### src/design/bdldp_pkg.sv
// Shared types and constants for the button qualifier with long and double press.
// No dependencies; used by button_debounce_long_double_press.
`default_nettype none

package bdldp_pkg;

  localparam int unsigned CNT_W     = 16;
  localparam int unsigned TIME_W    = 32;
  localparam int unsigned BTN_W     = 4;
  localparam int unsigned MASK_W    = 16;
  localparam int unsigned CFG_IDX_W = 3;
  localparam int unsigned EV_MAX    = 3;
  localparam int unsigned EV_IDX_W  = 2;
  localparam int unsigned FIFO_DEPTH = 4;
  localparam int unsigned PTR_W     = 2;
  localparam int unsigned FCNT_W    = 3;

  typedef enum logic [CFG_IDX_W-1:0] {
    REG_IDLE_TICKS       = 3'd0,
    REG_PRESS_TICKS      = 3'd1,
    REG_RELEASE_TICKS    = 3'd2,
    REG_LONG_PRESS_TIME  = 3'd3,
    REG_DOUBLE_PRESS_MS  = 3'd4,
    REG_LONG_ENABLE_MASK = 3'd5
  } cfg_reg_t;

  typedef enum logic [1:0] {
    EV_PRESS   = 2'd0,
    EV_RELEASE = 2'd1,
    EV_NEXT    = 2'd2
  } ev_kind_t;

  typedef struct packed {
    ev_kind_t           kind;
    logic [BTN_W-1:0]   button;
    logic [MASK_W-1:0]  held;
    logic               last;
  } ev_t;

  function automatic logic [CNT_W-1:0] sat_inc(input logic [CNT_W-1:0] v);
    sat_inc = (v == {CNT_W{1'b1}}) ? v : CNT_W'(v + 1'b1);
  endfunction

endpackage

`default_nettype wire

### src/design/button_debounce_long_double_press.sv
// Button qualifier: per-button debounce, long press to virtual button, double press.
// Depends on bdldp_pkg (types, event codes, saturating increment).
//
//  channel | direction | handshake                 | payload
//  --------+-----------+---------------------------+----------------------------------
//  s_*     | in        | s_tvalid / s_tready       | s_tdata: one button sample
//  m_*     | out       | m_tvalid / m_tready       | m_tdata, m_tuser, m_tlast: events
//  cfg_*   | in        | cfg_we (no wait)          | cfg_index, cfg_data
//
// Flow: a sample is held in the input register, then is evaluated in a
// single pass that updates the button's entry and queues zero to three event words.
// The words are written into the event queue, which drives m_*. Samples stream at one
// per cycle while each yields at most one word and m_tready is high; the event
// queue (four words, one drained per cycle) sets the rate otherwise, and s_tready
// drops while a sample waits in the input register with two or more words queued.
// Reset clears all button entries at once.
`default_nettype none

module button_debounce_long_double_press #(
  parameter int unsigned BUTTON_COUNT = 16
) (
  input  wire logic        clk,
  input  wire logic        rst,
  // s_tdata from bit 0: button[3:0], long_target[3:0], long_valid, pressed,
  // now_ms[31:0], zero fill
  input  wire logic        s_tvalid,
  output logic             s_tready,
  input  wire logic [47:0] s_tdata,
  // m_tdata from bit 0: event_button[3:0], held_mask[15:0], zero fill
  output logic             m_tvalid,
  input  wire logic        m_tready,
  output logic [23:0]      m_tdata,
  // m_tuser from bit 0: event_kind[1:0]
  output logic [1:0]       m_tuser,
  output logic             m_tlast,
  input  wire logic        cfg_we,
  input  wire logic [2:0]  cfg_index,
  input  wire logic [15:0] cfg_data
);

  localparam int unsigned IDX_W = (BUTTON_COUNT > 1) ? $clog2(BUTTON_COUNT) : 1;

  typedef enum logic [1:0] {
    PH_NOT_PRESSED = 2'd0,
    PH_SHORT       = 2'd1,
    PH_LONG        = 2'd2,
    PH_IDLE        = 2'd3
  } phase_t;

  // Configuration registers
  logic [15:0] idle_ticks;
  logic [15:0] press_ticks;
  logic [15:0] release_ticks;
  logic [15:0] long_press_time;
  logic [15:0] double_press_ms;
  logic [15:0] long_enable_mask;

  // Per-button state and globals
  phase_t                        phase         [BUTTON_COUNT];
  logic [bdldp_pkg::CNT_W-1:0]   press_count   [BUTTON_COUNT];
  logic [bdldp_pkg::CNT_W-1:0]   release_count [BUTTON_COUNT];
  logic [bdldp_pkg::CNT_W-1:0]   idle_count    [BUTTON_COUNT];
  logic [bdldp_pkg::MASK_W-1:0]  held_bits;
  logic [bdldp_pkg::TIME_W-1:0]  last_press_time;

  // Input register
  logic                          r_valid;
  logic [bdldp_pkg::BTN_W-1:0]   r_button;
  logic [bdldp_pkg::BTN_W-1:0]   r_long_target;
  logic                          r_long_valid;
  logic                          r_pressed;
  logic [bdldp_pkg::TIME_W-1:0]  r_now;

  // Event queue
  bdldp_pkg::ev_t                fifo [bdldp_pkg::FIFO_DEPTH];
  logic [bdldp_pkg::PTR_W-1:0]   wr_ptr;
  logic [bdldp_pkg::PTR_W-1:0]   rd_ptr;
  logic [bdldp_pkg::FCNT_W-1:0]  count;

  logic                          go;
  logic                          fire;
  logic                          pop;
  logic                          b_ok;
  logic                          has_long;
  logic [IDX_W-1:0]              bi;
  phase_t                        ph;
  logic [bdldp_pkg::CNT_W-1:0]   pc;
  logic [bdldp_pkg::CNT_W-1:0]   rc;
  logic [bdldp_pkg::CNT_W-1:0]   ic;
  logic [15:0]                   tt4;
  logic                          lp_on;
  logic                          dp_on;
  logic [bdldp_pkg::CNT_W-1:0]   pc_inc;
  logic [bdldp_pkg::CNT_W-1:0]   rc_inc;
  logic [bdldp_pkg::CNT_W-1:0]   ic_inc;
  logic                          press_hit;
  logic                          long_hit;
  logic                          release_hit;
  logic [bdldp_pkg::TIME_W-1:0]  since_press;
  logic                          dbl1;
  logic                          dbl2;
  logic [bdldp_pkg::MASK_W-1:0]  bit_b;
  logic [bdldp_pkg::MASK_W-1:0]  bit_lt;

  phase_t                        ph_next;
  logic [bdldp_pkg::CNT_W-1:0]   pc_next;
  logic [bdldp_pkg::CNT_W-1:0]   rc_next;
  logic [bdldp_pkg::CNT_W-1:0]   ic_next;
  logic [bdldp_pkg::MASK_W-1:0]  held_next;
  logic [bdldp_pkg::TIME_W-1:0]  lpt_next;
  logic [bdldp_pkg::EV_IDX_W-1:0] n_ev;
  bdldp_pkg::ev_t                evs [bdldp_pkg::EV_MAX];

  // Handshakes: evaluate only with room for a full burst of three words
  assign go       = (count <= bdldp_pkg::FCNT_W'(1));
  assign fire     = r_valid && go;
  assign s_tready = !r_valid || go;
  assign pop      = m_tvalid && m_tready;

  // Read the sampled button's entry
  assign b_ok     = ({1'b0, r_button} < 5'(BUTTON_COUNT));
  assign has_long = r_long_valid && ({1'b0, r_long_target} < 5'(BUTTON_COUNT));
  assign bi       = r_button[IDX_W-1:0];
  assign ph       = phase[bi];
  assign pc       = press_count[bi];
  assign rc       = release_count[bi];
  assign ic       = idle_count[bi];

  assign tt4   = {2'b00, long_press_time[15:2]};
  assign lp_on = (long_press_time != 16'd0);
  assign dp_on = (double_press_ms != 16'd0);

  // Press counter stops once past the long threshold when long press is on
  assign pc_inc = ((pc <= tt4) || !lp_on) ? bdldp_pkg::sat_inc(pc) : pc;
  assign rc_inc = (rc <= release_ticks) ? bdldp_pkg::sat_inc(rc) : rc;
  assign ic_inc = bdldp_pkg::sat_inc(ic);

  assign press_hit   = (pc_inc == press_ticks);
  assign long_hit    = (pc_inc == tt4) && lp_on && has_long &&
                       long_enable_mask[r_long_target];
  assign release_hit = (rc_inc == release_ticks);

  // Double press window; a real press just before in this sample restarts it at now
  assign since_press = r_now - last_press_time;
  assign dbl1 = dp_on && (since_press < {16'd0, double_press_ms});
  assign dbl2 = (press_hit && !dbl1) ? dp_on : dbl1;

  assign bit_b  = bdldp_pkg::MASK_W'(1) << r_button;
  assign bit_lt = bdldp_pkg::MASK_W'(1) << r_long_target;

  // Single-pass evaluation of one sample
  always_comb begin
    ph_next   = ph;
    pc_next   = pc;
    rc_next   = rc;
    ic_next   = ic;
    held_next = held_bits;
    lpt_next  = last_press_time;
    n_ev      = '0;
    for (int i = 0; i < bdldp_pkg::EV_MAX; i++) begin
      evs[i] = '0;
    end

    if (ph == PH_IDLE) begin
      // Lockout: count idle samples, then rearm
      if (ic_inc >= idle_ticks) begin
        ic_next = '0;
        pc_next = '0;
        rc_next = '0;
        ph_next = PH_NOT_PRESSED;
      end else begin
        ic_next = ic_inc;
      end
    end else if (r_pressed) begin
      rc_next = '0;
      pc_next = pc_inc;
      if (press_hit) begin
        ph_next = PH_SHORT;
        if (!dbl1) begin
          held_next = held_next | bit_b;
          lpt_next  = r_now;
        end
        evs[n_ev].kind   = dbl1 ? bdldp_pkg::EV_NEXT : bdldp_pkg::EV_PRESS;
        evs[n_ev].button = r_button;
        evs[n_ev].held   = held_next;
        n_ev = n_ev + 1'b1;
      end
      if (long_hit) begin
        // Hand the hold over to the virtual button
        ph_next   = PH_LONG;
        held_next = held_next & ~bit_b;
        evs[n_ev].kind   = bdldp_pkg::EV_RELEASE;
        evs[n_ev].button = r_button;
        evs[n_ev].held   = held_next;
        n_ev = n_ev + 1'b1;
        if (!dbl2) begin
          held_next = held_next | bit_lt;
          lpt_next  = r_now;
        end
        evs[n_ev].kind   = dbl2 ? bdldp_pkg::EV_NEXT : bdldp_pkg::EV_PRESS;
        evs[n_ev].button = r_long_target;
        evs[n_ev].held   = held_next;
        n_ev = n_ev + 1'b1;
      end
    end else begin
      pc_next = '0;
      rc_next = rc_inc;
      if (release_hit) begin
        if (ph == PH_SHORT) begin
          held_next = held_next & ~bit_b;
          evs[n_ev].kind   = bdldp_pkg::EV_RELEASE;
          evs[n_ev].button = r_button;
          evs[n_ev].held   = held_next;
          n_ev    = n_ev + 1'b1;
          ph_next = PH_IDLE;
        end else if (ph == PH_LONG) begin
          // Release of a long press names this sample's target, if it has one
          if (has_long) begin
            held_next = held_next & ~bit_lt;
            evs[n_ev].kind   = bdldp_pkg::EV_RELEASE;
            evs[n_ev].button = r_long_target;
            evs[n_ev].held   = held_next;
            n_ev = n_ev + 1'b1;
          end
          ph_next = PH_IDLE;
        end
      end
    end

    // Mark the final word of this sample
    for (int i = 0; i < bdldp_pkg::EV_MAX; i++) begin
      evs[i].last = (bdldp_pkg::EV_IDX_W'(i) == (n_ev - 1'b1));
    end
  end

  // Configuration writes
  always_ff @(posedge clk) begin
    if (rst) begin
      idle_ticks       <= '0;
      press_ticks      <= '0;
      release_ticks    <= '0;
      long_press_time  <= '0;
      double_press_ms  <= '0;
      long_enable_mask <= '0;
    end else if (cfg_we) begin
      unique case (cfg_index)
        bdldp_pkg::REG_IDLE_TICKS:       idle_ticks       <= cfg_data;
        bdldp_pkg::REG_PRESS_TICKS:      press_ticks      <= cfg_data;
        bdldp_pkg::REG_RELEASE_TICKS:    release_ticks    <= cfg_data;
        bdldp_pkg::REG_LONG_PRESS_TIME:  long_press_time  <= cfg_data;
        bdldp_pkg::REG_DOUBLE_PRESS_MS:  double_press_ms  <= cfg_data;
        bdldp_pkg::REG_LONG_ENABLE_MASK: long_enable_mask <= cfg_data;
        default: ;
      endcase
    end
  end

  // Input register
  always_ff @(posedge clk) begin
    if (rst) begin
      r_valid <= 1'b0;
    end else if (s_tvalid && s_tready) begin
      r_valid <= 1'b1;
    end else if (fire) begin
      r_valid <= 1'b0;
    end
  end

  always_ff @(posedge clk) begin
    if (s_tvalid && s_tready) begin
      r_button      <= s_tdata[3:0];
      r_long_target <= s_tdata[7:4];
      r_long_valid  <= s_tdata[8];
      r_pressed     <= s_tdata[9];
      r_now         <= s_tdata[41:10];
    end
  end

  // Button state machines and globals
  always_ff @(posedge clk) begin
    if (rst) begin
      for (int k = 0; k < BUTTON_COUNT; k++) begin
        phase[k]         <= PH_NOT_PRESSED;
        press_count[k]   <= '0;
        release_count[k] <= '0;
        idle_count[k]    <= '0;
      end
      held_bits       <= '0;
      last_press_time <= '0;
    end else if (fire && b_ok) begin
      phase[bi]         <= ph_next;
      press_count[bi]   <= pc_next;
      release_count[bi] <= rc_next;
      idle_count[bi]    <= ic_next;
      held_bits         <= held_next;
      last_press_time   <= lpt_next;
    end
  end

  // Event queue
  always_ff @(posedge clk) begin
    if (rst) begin
      wr_ptr <= '0;
      rd_ptr <= '0;
      count  <= '0;
    end else begin
      if (fire && b_ok) begin
        wr_ptr <= wr_ptr + bdldp_pkg::PTR_W'(n_ev);
      end
      if (pop) begin
        rd_ptr <= rd_ptr + 1'b1;
      end
      count <= count + ((fire && b_ok) ? bdldp_pkg::FCNT_W'(n_ev) : '0)
                     - bdldp_pkg::FCNT_W'(pop);
    end
  end

  always_ff @(posedge clk) begin
    if (fire && b_ok) begin
      for (int i = 0; i < bdldp_pkg::EV_MAX; i++) begin
        if (bdldp_pkg::EV_IDX_W'(i) < n_ev) begin
          fifo[wr_ptr + bdldp_pkg::PTR_W'(i)] <= evs[i];
        end
      end
    end
  end

  assign m_tvalid = (count != '0);
  assign m_tdata  = {4'b0000, fifo[rd_ptr].held, fifo[rd_ptr].button};
  assign m_tuser  = fifo[rd_ptr].kind;
  assign m_tlast  = fifo[rd_ptr].last;

  // Checks
  a_fifo_bound: assert property (@(posedge clk) disable iff (rst)
    count <= bdldp_pkg::FCNT_W'(bdldp_pkg::FIFO_DEPTH))
    else $error("event queue overflow");

  a_idle_silent: assert property (@(posedge clk) disable iff (rst)
    (fire && ph == PH_IDLE) |-> (n_ev == '0))
    else $error("event issued during lockout");

  a_held_range: assert property (@(posedge clk) disable iff (rst)
    (held_bits >> BUTTON_COUNT) == '0)
    else $error("held bit set for nonexistent button");

  a_hold_sample: assert property (@(posedge clk) disable iff (rst)
    (r_valid && !fire) |=> (r_valid && $stable(r_button) && $stable(r_now)))
    else $error("pending sample lost");

  a_no_pop_empty: assert property (@(posedge clk) disable iff (rst)
    (count == '0) |=> (count <= bdldp_pkg::FCNT_W'(bdldp_pkg::EV_MAX)))
    else $error("queue grew by more than one burst");

endmodule

`default_nettype wire

### config.mk
export PLATFORM = sky130hd
export DESIGN_NAME = button_debounce_long_double_press
export DESIGN_NICKNAME = d
export VERILOG_FILES = /design/src/design/bdldp_pkg.sv /design/src/design/button_debounce_long_double_press.sv
export SDC_FILE = /design/constraint.sdc
export NUM_CORES = 2
export LEC_CHECK = 0
export ABC_AREA = 1
export BUFFER_PORTS_ARGS = -buffer_cell sky130_fd_sc_hd__buf_2
export CORE_UTILIZATION = 45
export CTS_CLUSTER_SIZE = 12
export DETAILED_ROUTE_END_ITERATION = 8
export PLACE_DENSITY_LB_ADDON = 0.05
export SYNTH_ARGS = -nofsm -noshare
export SYNTH_HDL_FRONTEND = slang
export SYNTH_SLANG_ARGS = --single-unit
export TNS_END_PERCENT = 30
### constraint.sdc
create_clock -name clk -period 5.2 [get_ports clk]
set_input_delay 0 -clock clk [delete_from_list [all_inputs] [get_ports clk]]
set_output_delay 0 -clock clk [all_outputs]
set_load 0.005 [all_outputs]
### Word-level counts from Yosys, hierarchy flattened

Memory sizes are Yosys's and may differ from the RTL's. A register that Yosys moved wholly into a read port is not among the register bits.
Index checks and enable logic that the tools add are counted.
W data, S select, Z words.

* add/sub/neg operators: 13
* magnitude comparators: 13
* equality and inequality tests: 16
* shifts and indexed selects: 2
* mux-type cells: 118
* bitwise gates (word level): 10
* reductions and logical operators: 36

Operators with widths (number)
* $mux W16: 30
* $bwmux W69: 6
* $demux W23 S2: 6
* $mux W69: 2
* $mux W32: 4
* $mux W21: 6
* $mux W22: 4
* $add A16 B1 Y16 const B: 3
* $and A16 B16 Y16: 3
* $eq A16 B16 Y1 const B: 3
* $reduce_or A16 Y1: 3
* $mux W47: 1
* $mux W23: 2
* $mux W2: 19
* $mux W17: 2
* $eq A16 B16 Y1: 2
* $lt A32 B16 Y1: 1
* $mux W4: 8
* $not A16 Y16: 2
* $or A16 B16 Y16: 2
* $reduce_bool A16 Y1: 2
* $shl A1 B4 Y16 const A: 2
* $sub A32 B32 Y32: 1
* $mux W1: 27
* 37 further kinds: 67

* bits in registers: 194
* RAM bits: 892
* bits of input ports: 72
* output and inout bits: 29
* word-level logic and storage cells: 230
* memories: 5

Memories
* idle_count: depth 16, width 16, rd ports 1, clocked after Yosys merged registers in 1, write ports 16, RTL line button_debounce_long_double_press.sv:62 `logic [bdldp_pkg::CNT_W-1:0] idle_count [BUTTON_COUNT];`
* press_count: depth 16, width 16, rd ports 1, clocked after Yosys merged registers in 1, write ports 16, RTL line button_debounce_long_double_press.sv:60 `logic [bdldp_pkg::CNT_W-1:0] press_count [BUTTON_COUNT];`
* release_count: depth 16, width 16, rd ports 1, clocked after Yosys merged registers in 1, write ports 16, RTL line button_debounce_long_double_press.sv:61 `logic [bdldp_pkg::CNT_W-1:0] release_count [BUTTON_COUNT];`
* fifo: depth 4, width 23, rd ports 1, clocked after Yosys merged registers in 1, write ports 3, RTL line button_debounce_long_double_press.sv:75 `bdldp_pkg::ev_t fifo [bdldp_pkg::FIFO_DEPTH];`
* phase: depth 16, width 2, rd ports 1, clocked after Yosys merged registers in 1, write ports 16, RTL line button_debounce_long_double_press.sv:59 `phase_t phase [BUTTON_COUNT];`

### Longest topological paths before layout

* depth after elaboration: 22
* gate-level depth with buffers: 44

### Worst setup path after synthesis

No wires, ideal clock.

* path kind: register to register
* start: register with a tool-made name
* end: memory press_count[0][1] (netlist bit) (data pin)
* setup time: 141 ps
* arrival: 5161 ps
* path slack: -102 ps
* stages on the path, launching flop included: 36
* path buffers: 9
* period minus slack after synthesis: 5302 ps
* cell sequence: dfxtp_1 > buf_6 > buf_4 > buf_6 > buf_4 > buf_4 > buf_2 > clkbuf_1 > o21ai_0 > o221ai_1 > nand3_1 > nand2_1 > nand2_1 > nor2_1 > nand4_1 > nor2_1 > nor2_1 > a31oi_1 > ha_1 > a21boi_0 > o21a_1 > o21a_1 > o21a_1 > o21a_1 > o21a_1 > o21ai_0 > nand2_1 > a21boi_0 > o211ai_1 > nor2_1 > clkbuf_1 > nand2_1 > o21ai_0 > inv_1 > clkbuf_1 > nor2_1

RTL lines (RTL line)
* to (decl): button_debounce_long_double_press.sv:60

==> summary.md <==
| Metric | Value |
|---|---|
| Transition time of the tightest slew-check pin | `roughly 1.2 ns` |
| Number of buffer cells added on primary ports | `90` |
| CTS buffer count | `131` |
| Cell family contributing the most delay on the critical path | `compound AO/OA/AOI/OAI gates` |
| Highest ir drop seen on vdd | `between 300 and 400 uV` |
| Outcome | `finished, violations left` |
| Setup_tns | `-11.78 ns` |
| Required time of the worst setup path | `5.83 ns` |
| IO Count | `slightly above 100` |
| Post-route cell area | `72700 um2` |
| Post-synthesis sequential element count | `~1100` |
| Top library cells by usage in the layout, fill and taps aside | `1467 x sky130_fd_sc_hd__nor2_1, 1365 x sky130_fd_sc_hd__nand2_1, 934 x sky130_fd_sc_hd__edfxtp_1` |
| Period utilisation layout | `102%` |
| Post-Syn Instances | `6987` |
| Share of flip-flops with an asynchronous set or reset | `0%` |
| CTS root buffer | `sky130_fd_sc_hd__clkbuf_16` |
| Leading cell type in the layout, fill and taps excluded | `sky130_fd_sc_hd__nor2_1` |
| Warnings from Yosys | `0` |
| Number of vias after detailed routing | `54009` |
| Cell area power density | `427 nW/um2` |
| Count of routing violations after the opening detailed-route iteration | `6871` |
| Total standard cell area after synthesis | `58300 um2` |
| Core Box Area | `between 100000 and 150000 um2` |
| Routed via count divided by cell count | `5.74` |
| TritonCTS clock tree | `built` |
| Setup Viol. Count Final | `between 200 and 300` |
| Aggregate routed wire length | `232 mm` |
| Startpoint type of the worst setup path | `flop` |
| Fraction of layout instances using a drive strength above 1 | `16.5%` |
| Fin. Hold Viols | `0` |
| Unrepaired setup endpoints after global routing | `yes` |
| DRC Markers | `0` |
| Leakage power summed over all cells | `~30 nW` |
| CP peak stage delay | `0.45 ns` |
| Number of nets in the finished design | `7755` |
| HPWL after detailed placement | `142 mm` |
| Top_reg_cell synth | `sky130_fd_sc_hd__edfxtp_1` |
| Post-synth EDFFs | `934` |
| Clock transition time at the flip-flop clock pins of the worst setup and hold paths | `about 0.060 ns` |
| First-pass GRT wire length | `~340 mm` |
| Largest fanout on the critical path | `22` |
| Die Footprint | `131000 um2` |
| Routed WL per cell | `24.6 um` |
| Starting density of the core | `45.6%` |
| Placed inst area | `65100 um2` |
| Global-route congestion overflow total | `0` |
| CP max stage cell | `sky130_fd_sc_hd__dfxtp_4` |
| Post-synthesis sequential area ratio | `a little over half` |
| # rows | `131` |
| Number of antenna violations at the first check in global routing | `7` |
| Max-cap viol count | `0` |
| Clock Path Buffers | `3` |
| Worst min-delay path category | `in2reg` |
| CTS HTree Levels | `4` |
| Setup skew after layout | `0.0451 ns` |
| Failing checks | `setup timing` |
| Worst slack on hold paths | `~0.15 ns` |
| Largest net degree at the start of global routing | `54` |
| First-pass DRT Iterations | `8` |
| Chip Width | `362 um` |
| Final core utilization | `56.8%` |
| Weighted congestion reported at the end of routability-driven placement | `0.997` |
| Number of global-route vias before repair | `50861` |
| CP bufs+invs | `7` |
| Chip Height | `362 um` |
| Pre-CTS setup slack | `-0.419 ns` |
| Unique cell type count in the Yosys netlist | `a little under 60` |
| Final worst slack | `-0.117 ns` |
| Area growth from synthesis to layout | `24.6%` |
| Clock latency reported for the late side of the worst-skew pair | `0.79 ns` |
| Number of sinks handled by clock tree synthesis | `roughly 1100` |
| Arrival time worst endpoint | `just under 6 ns` |
| Final min period | `5.32 ns` |
| Syn_area_per_cell | `8.35 um2` |
| Max-slew violation count | `0` |
| Global-route usage over all layers | `34.8%` |
| Nature of the critical path endpoint | `flop` |
| Highest clock rate | `188 MHz` |
| Type of the setup path with the least slack | `reg2reg` |
| Remaining number of nets flagged by the antenna check after routing | `0` |
| Worst slew slack as a fraction of its limit | `between 20% and 30%` |
-- flip-flops by register name, summed over array words and instances, names as in the netlist, 32 cells and up, named ones only --
name	count
fifo	92
idle_count	256
last_press_time	32
phase	32
press_count	256
r_now	32
release_count	256
-- path summary, 6_finish.rpt --
path	startpoint	end	slack (ns)	cells past startpoint
max reg2reg	flop	idle_count[15][0]	-0.12	31
max	flop	idle_count[15][0]	-0.12	31
min	m_tready	rd_ptr[0]	0.15	5
min reg2reg	rd_ptr[1]	flop	0.45	2
-- timing repair --
| item | in CTS | in global routing |
|---|---|---|
| hold buffers | 113 | 0 |
| resized for setup | 172 | 91 |
| buffers inserted | 66 | 10 |
| pin swaps | 55 | 32 |
| gates cloned | 15 | 4 |
| setup endpoints to repair | 961 | 1035 |
| hold endpoints to repair | 198 | 0 |
-- cell usage after synthesis (3+ instances only) --
| master | number | area share, % |
|---|---|---|
| sky130_fd_sc_hd__nor4_1 | 10 | 0.11 |
| sky130_fd_sc_hd__o221ai_1 | 53 | 0.80 |
| sky130_fd_sc_hd__dfxtp_1 | 158 | 5.4 |
| sky130_fd_sc_hd__nor3_1 | 33 | 0.28 |
| sky130_fd_sc_hd__nor2_1 | 1497 | 9.6 |
| sky130_fd_sc_hd__nand4_2 | 3 | 0.064 |
| sky130_fd_sc_hd__a31oi_1 | 8 | 0.086 |
| sky130_fd_sc_hd__xnor2_1 | 17 | 0.26 |
| sky130_fd_sc_hd__nor2_4 | 4 | 0.077 |
| sky130_fd_sc_hd__o211ai_1 | 106 | 1.4 |
| sky130_fd_sc_hd__nand3_2 | 5 | 0.086 |
| sky130_fd_sc_hd__inv_2 | 25 | 0.16 |
| sky130_fd_sc_hd__buf_2 | 119 | 1.0 |
| sky130_fd_sc_hd__o21a_1 | 8 | 0.10 |
| sky130_fd_sc_hd__o22ai_1 | 55 | 0.59 |
| sky130_fd_sc_hd__buf_1 | 19 | 0.12 |
| sky130_fd_sc_hd__a211oi_1 | 5 | 0.064 |
| sky130_fd_sc_hd__o21ai_0 | 499 | 4.3 |
| sky130_fd_sc_hd__clkinv_1 | 7 | 0.045 |
| sky130_fd_sc_hd__xor2_1 | 35 | 0.53 |
| sky130_fd_sc_hd__inv_1 | 485 | 3.1 |
| sky130_fd_sc_hd__nand2_1 | 1460 | 9.4 |
| sky130_fd_sc_hd__a21oi_1 | 263 | 2.3 |
| sky130_fd_sc_hd__nand4_1 | 47 | 0.50 |
| sky130_fd_sc_hd__buf_6 | 16 | 0.31 |
| sky130_fd_sc_hd__buf_4 | 42 | 0.54 |
| sky130_fd_sc_hd__nor2_8 | 3 | 0.10 |
| sky130_fd_sc_hd__nor2_2 | 14 | 0.15 |
| sky130_fd_sc_hd__nand3b_1 | 19 | 0.24 |
| sky130_fd_sc_hd__a21boi_0 | 4 | 0.051 |
| sky130_fd_sc_hd__ha_1 | 99 | 2.1 |
| sky130_fd_sc_hd__a21o_1 | 7 | 0.090 |
| sky130_fd_sc_hd__edfxtp_1 | 934 | 48 |
| sky130_fd_sc_hd__clkbuf_1 | 254 | 1.6 |
| sky130_fd_sc_hd__o21ai_1 | 34 | 0.29 |
| sky130_fd_sc_hd__nand2_2 | 23 | 0.25 |
| sky130_fd_sc_hd__a22oi_1 | 13 | 0.17 |
| sky130_fd_sc_hd__o21bai_1 | 17 | 0.22 |
| sky130_fd_sc_hd__nand3_1 | 559 | 4.8 |
-- stage by stage --
stage | std cells | power [mW]
after floorplan | 6990 | 15.8
after global placement | 8970 | 20.7
after detailed placement | 8970 | 20.7
after CTS | 9399 | 30.7
after global routing | 9413 | 32.3
final | 9414 | 31.0
-- layout make-up --
class	instances	area, um2
antenna	1	2.50
fill	11665	55300
sequential	1092	31200
clock buffer	173	3550
inverter	519	1990
timing repair buffer	910	9090
tap	1729	2160
clock inverter	62	666
multi-input combinational	4928	24000
-- kinds of logic after synthesis --
| group | count (synthesis) | synth area share [%] |
|---|---|---|
| and+or+nand+nor | 3689 | 26.0 |
| DFF | 1092 | 53.5 |
| AOI/OAI and AO/OA | 1082 | 10.6 |
| buffers and inverters | 970 | 7.00 |
| adders and majority gates | 101 | 2.19 |
| xor gates and xnor gates | 52 | 0.781 |
| other | 1 | 0.00643 |
-- power by group --
group          switching [mW]  leakage, nW  total (mW)  internal (mW)
Sequential              0.187         10.8        10.1           9.93
Clock                    3.91         2.03        9.17           5.25
Combinational            7.14         17.1        11.7           4.59
-- worst reg2reg max path: cells and delay by family, from the launching register on --
kind	cells	cell delay [ns]
AO/OA/AOI/OAI	13	2.01
buffers and inverters	7	1.25
AND/OR/NAND/NOR	10	1.20
flip-flops	1	0.45
adder cells (fa/ha/maj)	1	0.27
-- routing by layer --
metal	vias up	routed length, um	GRT usage [%]
li1	24615	-	-
met1	26104	98500	49.1
met2	2816	102000	53.5
met3	466	22500	5.85
met4	8	8560	13.2
met5	-	65	0
No activity file was read; power rests on OpenSTA's default activity.
